`src/sv/ham6_pixel_encoder_defines.svh`:
```
`ifndef HAM6_PIXEL_ENCODER_DEFINES_SVH
`define HAM6_PIXEL_ENCODER_DEFINES_SVH

// same-cycle implication
`define HAM6_ASSERT_NOW(label, ante, cons, msg) \
  label: assert property (@(posedge clk) disable iff (rst) (ante) |-> (cons)) else $error(msg);

// next-cycle implication
`define HAM6_ASSERT_NEXT(label, ante, cons, msg) \
  label: assert property (@(posedge clk) disable iff (rst) (ante) |=> (cons)) else $error(msg);

`endif

```
`src/sv/ham6_pkg.sv`:
```
package ham6_pkg;

  localparam int PALETTE_DEPTH = 16;

  localparam logic [2:0] W_RED   = 3'd3;
  localparam logic [2:0] W_GREEN = 3'd4;
  localparam logic [2:0] W_BLUE  = 3'd2;

  localparam logic [12:0] ERR_MAX = 13'd6525;

  localparam logic [1:0] MODE_PALETTE = 2'd0;
  localparam logic [1:0] MODE_BLUE    = 2'd1;
  localparam logic [1:0] MODE_RED     = 2'd2;
  localparam logic [1:0] MODE_GREEN   = 2'd3;

  localparam logic [2:0] REG_PAL_0_3   = 3'd0;
  localparam logic [2:0] REG_PAL_4_7   = 3'd1;
  localparam logic [2:0] REG_PAL_8_11  = 3'd2;
  localparam logic [2:0] REG_PAL_12_15 = 3'd3;
  localparam logic [2:0] REG_PAL_SIZE  = 3'd4;

  localparam logic [4:0] STEP_RED   = 5'd0;
  localparam logic [4:0] STEP_GREEN = 5'd1;
  localparam logic [4:0] STEP_BLUE  = 5'd2;
  localparam logic [4:0] STEP_PAL0  = 5'd3;

  typedef enum logic [2:0] {
    ST_IDLE = 3'b001,
    ST_RUN  = 3'b010,
    ST_WAIT = 3'b100
  } state_t;

  function automatic logic [11:0] chan_dist(logic [3:0] a, logic [3:0] b, logic [2:0] w);
    logic [3:0] d;
    logic [5:0] dw;
    d  = (a > b) ? (a - b) : (b - a);
    dw = 6'({2'b0, d} * {3'b0, w});
    return 12'({6'b0, dw} * {6'b0, dw});
  endfunction

  function automatic logic [12:0] color_dist(logic [11:0] a, logic [11:0] b);
    logic [12:0] sum;
    sum = {1'b0, chan_dist(a[11:8], b[11:8], W_RED)}
        + {1'b0, chan_dist(a[7:4], b[7:4], W_GREEN)}
        + {1'b0, chan_dist(a[3:0], b[3:0], W_BLUE)};
    return sum;
  endfunction

endpackage

```
`src/sv/ham6_pixel_encoder.sv`:
```
// Items are taken one at a time: src_stall stays high from accept until the result is
// issued. One candidate per cycle goes through the shared weighted-distance unit: three
// modify candidates, then N palette entries, N = min(palette_size, 16).
// Reset (synchronous): control idle, previous color and palette cleared,
// palette_size set to 16.
`include "ham6_pixel_encoder_defines.svh"

module ham6_pixel_encoder (
  input  logic        clk,
  input  logic        rst,
  input  logic        src_valid,
  output logic        src_stall,
  input  logic [11:0] source_pixel,
  input  logic        line_start,
  output logic        res_valid,
  input  logic        res_stall,
  output logic [5:0]  ham_code,
  output logic [11:0] shown_color,
  output logic [12:0] pixel_error,
  input  logic        psel,
  input  logic        penable,
  input  logic        pwrite,
  input  logic [5:0]  paddr,
  input  logic [63:0] pwdata,
  output logic [63:0] prdata,
  output logic        pready
);

  ham6_pkg::state_t state;

  logic [11:0] palette [ham6_pkg::PALETTE_DEPTH];
  logic [4:0]  palette_size;
  logic [11:0] previous_color;
  logic [11:0] src;
  logic [4:0]  step;
  logic [12:0] best_err;
  logic [5:0]  best_code;
  logic [11:0] best_color;

  logic [2:0]  reg_idx;
  logic        cfg_write;
  logic [4:0]  count;
  logic [4:0]  last_step;
  logic [3:0]  pal_idx;
  logic [11:0] cand_color;
  logic [5:0]  cand_code;
  logic [12:0] cand_err;
  logic        take;
  logic        slot_free;
  logic        accept;

  assign pready    = 1'b1;
  assign reg_idx   = paddr[5:3];
  assign cfg_write = psel && penable && pwrite;
  assign src_stall = (state != ham6_pkg::ST_IDLE);
  assign accept    = src_valid && !src_stall;
  assign slot_free = !res_valid || !res_stall;

  assign count     = (palette_size > 5'(ham6_pkg::PALETTE_DEPTH)) ?
                     5'(ham6_pkg::PALETTE_DEPTH) : palette_size;
  assign last_step = 5'(ham6_pkg::STEP_BLUE + count);
  assign pal_idx   = 4'(step - ham6_pkg::STEP_PAL0);

  always_comb begin
    case (step)
      ham6_pkg::STEP_RED: begin
        cand_color = {src[11:8], previous_color[7:0]};
        cand_code  = {ham6_pkg::MODE_RED, src[11:8]};
      end
      ham6_pkg::STEP_GREEN: begin
        cand_color = {previous_color[11:8], src[7:4], previous_color[3:0]};
        cand_code  = {ham6_pkg::MODE_GREEN, src[7:4]};
      end
      ham6_pkg::STEP_BLUE: begin
        cand_color = {previous_color[11:4], src[3:0]};
        cand_code  = {ham6_pkg::MODE_BLUE, src[3:0]};
      end
      default: begin
        cand_color = palette[pal_idx];
        cand_code  = {ham6_pkg::MODE_PALETTE, pal_idx};
      end
    endcase
  end

  assign cand_err = ham6_pkg::color_dist(src, cand_color);
  assign take     = (step == ham6_pkg::STEP_RED) || (cand_err < best_err);

  always_comb begin
    case (reg_idx)
      ham6_pkg::REG_PAL_0_3:   prdata = {16'b0, palette[3], palette[2], palette[1], palette[0]};
      ham6_pkg::REG_PAL_4_7:   prdata = {16'b0, palette[7], palette[6], palette[5], palette[4]};
      ham6_pkg::REG_PAL_8_11:  prdata = {16'b0, palette[11], palette[10], palette[9], palette[8]};
      ham6_pkg::REG_PAL_12_15: prdata = {16'b0, palette[15], palette[14], palette[13],
                                         palette[12]};
      ham6_pkg::REG_PAL_SIZE:  prdata = {59'b0, palette_size};
      default:                 prdata = 64'b0;
    endcase
  end

  // configuration registers
  always_ff @(posedge clk) begin
    if (rst) begin
      for (int i = 0; i < ham6_pkg::PALETTE_DEPTH; i++) begin
        palette[i] <= 12'b0;
      end
      palette_size <= 5'd16;
    end else if (cfg_write) begin
      if (reg_idx == ham6_pkg::REG_PAL_SIZE) begin
        palette_size <= pwdata[4:0];
      end else if (reg_idx[2] == 1'b0) begin
        for (int i = 0; i < 4; i++) begin
          palette[{reg_idx[1:0], 2'(i)}] <= pwdata[12*i +: 12];
        end
      end
    end
  end

  // sequencer
  always_ff @(posedge clk) begin
    if (rst) begin
      state          <= ham6_pkg::ST_IDLE;
      res_valid      <= 1'b0;
      previous_color <= 12'b0;
      step           <= 5'b0;
    end else begin
      if (res_valid && !res_stall && (state != ham6_pkg::ST_WAIT)) begin
        res_valid <= 1'b0;
      end
      case (state)
        ham6_pkg::ST_IDLE: begin
          if (accept) begin
            src   <= source_pixel;
            step  <= ham6_pkg::STEP_RED;
            state <= ham6_pkg::ST_RUN;
            if (line_start) begin
              previous_color <= palette[0];
            end
          end
        end
        ham6_pkg::ST_RUN: begin
          if (take) begin
            best_err   <= cand_err;
            best_code  <= cand_code;
            best_color <= cand_color;
          end
          if (step == last_step) begin
            state <= ham6_pkg::ST_WAIT;
          end else begin
            step <= step + 5'd1;
          end
        end
        ham6_pkg::ST_WAIT: begin
          if (slot_free) begin
            res_valid      <= 1'b1;
            ham_code       <= best_code;
            shown_color    <= best_color;
            pixel_error    <= best_err;
            previous_color <= best_color;
            state          <= ham6_pkg::ST_IDLE;
          end
        end
        default: begin
          state <= ham6_pkg::ST_IDLE;
        end
      endcase
    end
  end

  `HAM6_ASSERT_NEXT(a_accept_starts, accept, (state == ham6_pkg::ST_RUN) && (step == ham6_pkg::STEP_RED), "accept did not start the candidate scan")
  `HAM6_ASSERT_NOW(a_step_bound, state == ham6_pkg::ST_RUN, step <= last_step, "candidate step past the last palette entry")
  `HAM6_ASSERT_NOW(a_err_range, res_valid, pixel_error <= ham6_pkg::ERR_MAX, "pixel error out of range")
  `HAM6_ASSERT_NEXT(a_prev_follows, (state == ham6_pkg::ST_WAIT) && slot_free, res_valid && (previous_color == shown_color), "previous color not updated with result")

endmodule
```
`config.mk`:
```
export PLATFORM = sky130hd
export DESIGN_NAME = ham6_pixel_encoder
export DESIGN_NICKNAME = d
export VERILOG_FILES = /design/src/sv/ham6_pkg.sv /design/src/sv/ham6_pixel_encoder.sv
export VERILOG_INCLUDE_DIRS = /design/src /design/src/sv
export SDC_FILE = /design/constraint.sdc
export NUM_CORES = 1
export LEC_CHECK = 0
export BUFFER_PORTS_ARGS = -buffer_cell sky130_fd_sc_hd__buf_2
export CAP_MARGIN = 10
export CORE_MARGIN = 2
export CORE_UTILIZATION = 50
export DETAILED_ROUTE_END_ITERATION = 8
export GPL_TIMING_DRIVEN = 0
export MAX_ROUTING_LAYER = met4
export PLACE_DENSITY = 0.81
export SETUP_SLACK_MARGIN = 0.15
export SYNTH_ARGS = -nofsm -noshare
export SYNTH_HDL_FRONTEND = slang
export SYNTH_SLANG_ARGS = --single-unit
```
`constraint.sdc`:
```
create_clock -name clk -period 20.3 [get_ports clk]
set_clock_uncertainty 0.1 [all_clocks]
set_input_delay 4.06 -clock clk [delete_from_list [all_inputs] [get_ports clk]]
set_output_delay 4.06 -clock clk [all_outputs]
set_load 0.01 [all_outputs]
```
==> impl_metrics.yaml, run 1 <==
setup_path:
  slowest_delay_ns: 0.90
  crit_arrival_ns: 13.58
  crit_path_frequent_cell: "inv_1"
  crit_slowest_cell: "nor4_2"
  worst-r2r-setup-slack_ns: 6.84
  path_depth: 48
  r2r_cells: 48
  cp_max_fo: 10
  critPathBufInv: 13
  worstSetupStartpointType: "register"
  worstSetupPathType: "register to register"
  endpoint: "best_err[3]$_DFFE_PP_"
  worstPathRequired_ns: 20.42
  path_delay_family: "adder cells"
  endpoint_kind: "register"
  cp-startpoint: "step[0]$_SDFFE_PP0P_"
  r2r_end: "best_err[3]$_DFFE_PP_"
  timing.rr.start: "step[0]$_SDFFE_PP0P_"
grt:
  track_usage_pct: 29.9
  grt_pass1_wl_um: 71900
  antenna_found_initial: 3
  grt_max_degree: 31
  overflow: 0
  grt_pass1_vias: 12100
final_layout:
  fillers: 2570
  drive_gt1_share_pct: 19.5
  num-nets-final: 1731
  multi_input_area_um2: 7180
  regArea_um2: 8450
  layout.cells.non_filler: 2016
  area_growth_pct: 16.0
drt:
  drt_iter0_drc: 1476
  post_drt_wl_per_cell_um: 24.3
  via_count: 12100
  dr.pass1.iters: 6
  drcViolationCount: 0
  via_per_inst: 6.00
  wirelength_um: 49100
  antenna_left: 0
power:
  intPower_uw: 1660
  power_leakage_uw: 0.00754
  peakVddDrop_uv: 172
  clockPowerShare_pct: 23.7
  power.density_nw_per_um2: 138
  seqPwrFrac_pct: 29.1
  p_sw_share_pct: 36.3
  p_comb_share_pct: 47.2
  p_sw_uw: 945
synthesis:
  synth_xor_area_share_pct: 2.05
  yosys_warnings: 0
  synth_ff_type: "edfxtp_1"
  synth_simple_gate_area_share_pct: 14.6
  yosys.area.top_type: "edfxtp_1"
  synth-compound-area-share_pct: 9.39
  synthesis.area_um2: 16300
  syn_avg_cell_area_um2: 12.2
  async_reset_ff_share_pct: 0
  ys_seq_elements: 290
  synth_edf_count: 264
  synth_top_area_share_pct: 48.6
  synth-adder-area-share_pct: 8.63
  seq_area_frac_synth_pct: 51.8
  synth_cells: 1337
  yosysMostFrequentCell: "edfxtp_1"
  synth_top_family_by_area: "simple AND/OR/NAND/NOR gates"
  synth_cell_types: 62
  muxShareOfSynthArea_pct: 8.84
  synth_area_leaders: "edfxtp_1, and2_1, mux4_2"
  yosys-top-cells-count: "edfxtp_1, and2_1, nand2_1, a22oi_1, inv_1"
place:
  place.port_buffers: 150
  placed_cells_incl_taps: 1952
  dp_hpwl_um: 34500
  place_congestion: 0.963
floorplan:
  io_pins: 188
  rows: 66
  initial_core_util_pct: 50.5
  dieArea_um2: 34100
  die_y_um: 185
  coreArea_um2: 32300
  die_w_um: 185
sta:
  period_share_pct: 66.3
  setup_viol_count_final: 0
  slew_viol_final: 0
  fin_setup_tns_ns: 0
  finalCriticalPeriod_ns: 13.46
  relSlewSlack_pct: 21.3
  rsz0062_at_grt: "no"
  finalHoldViolations: 0
  fmax_ghz: 0.0743
  tightest_slew_ns: 1.18
  whs_ns: 0.328
hold_path:
  min_from: "best_code[2]$_DFFE_PP_"
  worstHoldPathType: "register to register"
clocking:
  clk_pin_slew_worst_paths_ns: 0.06
  htreeDepth: 2
  cts-resized-gates: 0
  holdBufCountCts: 0
  cts_tree: "done"
  cts_buffer_depth: 3
  cts_num_sinks: 290
  cts_setup_buffers: 0
  clk_root_buffer_cell: "clkbuf_16"
  clk_latency_ns: 0.53
  numCtsBuffers: 34
run:
  cap_viol_max_count: 0
outcome:
  status: "completed"
==> kinds of logic after synthesis <==
group,Yosys count
AO/OA/AOI/OAI,210
XOR/XNOR,34
adder cells (fa/ha/maj),95
buffers and inverters,176
flip-flops,290
multiplexers,82
other,2
AND/OR/NAND/NOR,448
==> power by group through the flow <==
stage          clock [uW]  combinational (uW)  sequential (uW)
5_1_grt               641                1440              761
6_report              618                1230              759
4_1_cts               616                1240              758
3_3_place_gp            0                1180              768
2_1_floorplan           0                 986              761
3_5_place_dp            0                1240              770
==> worst min path at each step <==
stage / depth (start not counted) / end / slack (ns)
6_report: 0 / ham_code[2]$_DFFE_PP_ / 0.33
5_1_grt: 0 / ham_code[2]$_DFFE_PP_ / 0.34
4_1_cts: 0 / ham_code[2]$_DFFE_PP_ / 0.33
3_5_place_dp: 0 / ham_code[2]$_DFFE_PP_ / 0.31
3_3_place_gp: 0 / ham_code[2]$_DFFE_PP_ / 0.31
2_1_floorplan: 0 / ham_code[0]$_DFFE_PP_ / 0.30
==> sequential cells by signal, indices dropped and copies added, names as in the netlist <==
register / count
palette: 192
best_color: 12
best_err: 12
pixel_error: 12
previous_color: 12
shown_color: 12
src: 12
best_code: 6
ham_code: 6
palette_size: 5
step: 5
state: 3
res_valid: 1
==> layout by cell type (no fill, tap or decap), types with 12 or more instances in the layout <==
cell       count
clkbuf_16     34
a21o_1        15
and2_1       207
mux2i_1       29
a311oi_1      13
xnor2_1       16
o21ai_0       16
edfxtp_1     264
buf_4         21
clkbuf_1      67
fa_1          29
buf_2        156
ha_1          66
nand3_1       12
xor2_1        14
conb_1        18
nor2b_1       12
mux4_2        49
a22oi_1       89
inv_1         87
nor2_1        46
dfxtp_1       26
a21oi_1       25
nand2_1      125
==> cell type report <==
type,instances,share of cell area [%]
antenna,3,0.0397
multi-input combinational,887,38.0
sequential,290,44.7
inverter,87,1.73
tap,442,2.92
clock buffer,43,4.73
timing repair buffer,157,4.57
buffer,89,2.22
clock inverter,18,1.15
==> through the flow <==
stage	cell area, um2	setup WS, ns	utilization [%]	total power, uW
2_1_floorplan	16400	6.87	-	1750
3_3_place_gp	17700	3.96	54.7	1950
3_5_place_dp	17800	6.89	55.1	2010
4_1_cts	18900	6.88	58.5	2620
5_1_grt	18900	6.07	58.6	2840
6_report	18900	6.84	58.6	2600
==> metal layers <==
layer,vias up,global-route usage [%],wire [um]
met5,-,-,0
met4,0,17.5,3330
met3,233,6.48,5690
met2,896,47.7,23100
met1,5743,35.1,16900
li1,5220,-,-
(Power assumes the default switching activity.)
==> run 2, diff against run 1 <==
--- a/config.mk
+++ b/config.mk
@@ -13,7 +13,7 @@
 export DETAILED_ROUTE_END_ITERATION = 8
 export GPL_TIMING_DRIVEN = 0
 export MAX_ROUTING_LAYER = met4
-export PLACE_DENSITY = 0.81
+export PLACE_DENSITY = 0.84
 export SETUP_SLACK_MARGIN = 0.15
 export SYNTH_ARGS = -nofsm -noshare
 export SYNTH_HDL_FRONTEND = slang
==> constraint.sdc (replaced) <==
create_clock -name clk -period 11.7 [get_ports clk]
set_clock_uncertainty 0.1 [all_clocks]
set_input_delay 2.34 -clock clk [delete_from_list [all_inputs] [get_ports clk]]
set_output_delay 2.34 -clock clk [all_outputs]
set_load 0.01 [all_outputs]
==> impl_metrics.yaml, run 2 (synthesis gave the netlist of run 1 again) <==
sta:
  relSlewSlack_pct: 18.3
  finalCriticalPeriod_ns: 11.08
  finalHoldViolations: 0
  slew_viol_final: 0
  period_share_pct: 94.7
  whs_ns: 0.326
  rsz0062_at_grt: "no"
  fmax_ghz: 0.0902
  setup_viol_count_final: 0
  tightest_slew_ns: 1.22
power:
  power.density_nw_per_um2: 239
  power_uw: 4540
  power_leakage_uw: 0.00757
  peakVddDrop_uv: 367
drt:
  post_drt_wl_per_cell_um: 24.1
  wirelength_um: 48600
  dr.pass1.iters: 7
  drt_iter0_drc: 1416
  via_count: 12200
  drcViolationCount: 0
  via_per_inst: 6.02
  antenna_left: 0
floorplan:
  initial_core_util_pct: 50.5
  coreArea_um2: 32300
  die_w_um: 185
  rows: 66
  io_pins: 188
  die_y_um: 185
  dieArea_um2: 34100
setup_path:
  crit_arrival_ns: 11.25
  crit_path_frequent_cell: "inv_1"
  crit_slowest_cell: "clkbuf_1"
  cp_max_fo: 13
  worstSetupPathType: "register to register"
  worstSetupStartpointType: "register"
  worstPathRequired_ns: 11.86
  slowest_delay_ns: 0.89
  endpoint_kind: "register"
clocking:
  clk_latency_ns: 0.61
  cts_buffer_depth: 3
  clk_pin_slew_worst_paths_ns: 0.06
  cts_num_sinks: 290
  htreeDepth: 1
  clk_root_buffer_cell: "clkbuf_16"
  numCtsBuffers: 30
  cts_tree: "done"
hold_path:
  worstHoldPathType: "register to register"
place:
  place_area_um2: 17800
  dp_hpwl_um: 34500
  place.port_buffers: 150
  placed_cells_incl_taps: 1952
  place_congestion: 0.991
grt:
  grt_pass1_vias: 12200
  grt_max_degree: 34
  grt_pass1_wl_um: 71200
  overflow: 0
  track_usage_pct: 29.5
  antenna_found_initial: 5
run:
  cap_viol_max_count: 0
final_layout:
  layout.cells.non_filler: 2019
  design_area_um2: 19000
  num-nets-final: 1734
  largest-register: "palette"
  layout_common_cells: "edfxtp_1, and2_1, buf_2, nand2_1, a22oi_1"
  area_growth_pct: 16.4
  drive_gt1_share_pct: 20.4
  fin_util_pct: 58.8
  layout_commonest_cell: "edfxtp_1"
  largest_reg_flops: 192
outcome:
  status: "completed"
==> run 2: routing by layer <==
layer  routed length, um  share of wire [%]  global-route usage, %
met1               16700                 34                   34.2
met2               22400                 46                   46.7
met3                5960                 12                   6.74
met4                3540                7.3                   18.5
met5                   0                  0                      -
==> run 2: power breakdown <==
part           switching (uW)  internal, uW  total, uW
Sequential               35.0          1280       1320
Combinational            1240          1000       2240
Clock                     416           561        977
Total                    1690          2850       4540
==> run 2: cell type report <==
| cell class | count | area, um2 |
|---|---|---|
| Fill cell | 2571 | 13300 |
| Sequential cell | 290 | 8450 |
| Multi-Input combinational cell | 887 | 7250 |
| Timing Repair Buffer | 164 | 930 |
| Clock buffer | 35 | 769 |
| Tap cell | 442 | 553 |
| Buffer | 89 | 458 |
| Inverter | 87 | 327 |
| Clock inverter | 20 | 229 |
| Antenna cell | 5 | 12.5 |
==> run 2: final timing paths <==
| path | depth (start not counted) | start | endpoint | slack, ns |
|---|---|---|---|---|
| max reg2reg | 44 | step[1]$_SDFFE_PP0P_ | best_err[6]$_DFFE_PP_ | 0.62 |
| min | 0 | best_code[0]$_DFFE_PP_ | ham_code[0]$_DFFE_PP_ | 0.33 |
| max | 44 | step[1]$_SDFFE_PP0P_ | best_err[6]$_DFFE_PP_ | 0.62 |
| min reg2reg | 0 | best_code[0]$_DFFE_PP_ | ham_code[0]$_DFFE_PP_ | 0.33 |
==> run 2: metrics by stage <==
stage / setup slack [ns] / setup TNS [ns]
finish: 0.616 / 0
global route: 0.174 / 0
CTS: 0.195 / 0
detailed placement: -0.994 / -28.53
global placement: -1.65 / -49.42
floorplan: 0.185 / 0
==> run 2: what timing repair did <==
action / in CTS / in global routing
gates resized for setup: 14 / 13
hold buffers: 0 / 0
buffers inserted: 2 / 4
cloned: 1 / 0
pin swaps: 1 / 3
setup endpoints to repair: 30 / 30
==> run 2: critical path: cells and delay by family, from the launching register on <==
family | cells | cell delay [ns]
flops | 1 | 0.51
compound gates | 13 | 2.29
buf+inv | 9 | 1.76
xor+xnor | 5 | 1.09
fa+ha+maj | 8 | 3.16
mux | 2 | 0.86
simple gates | 7 | 0.97
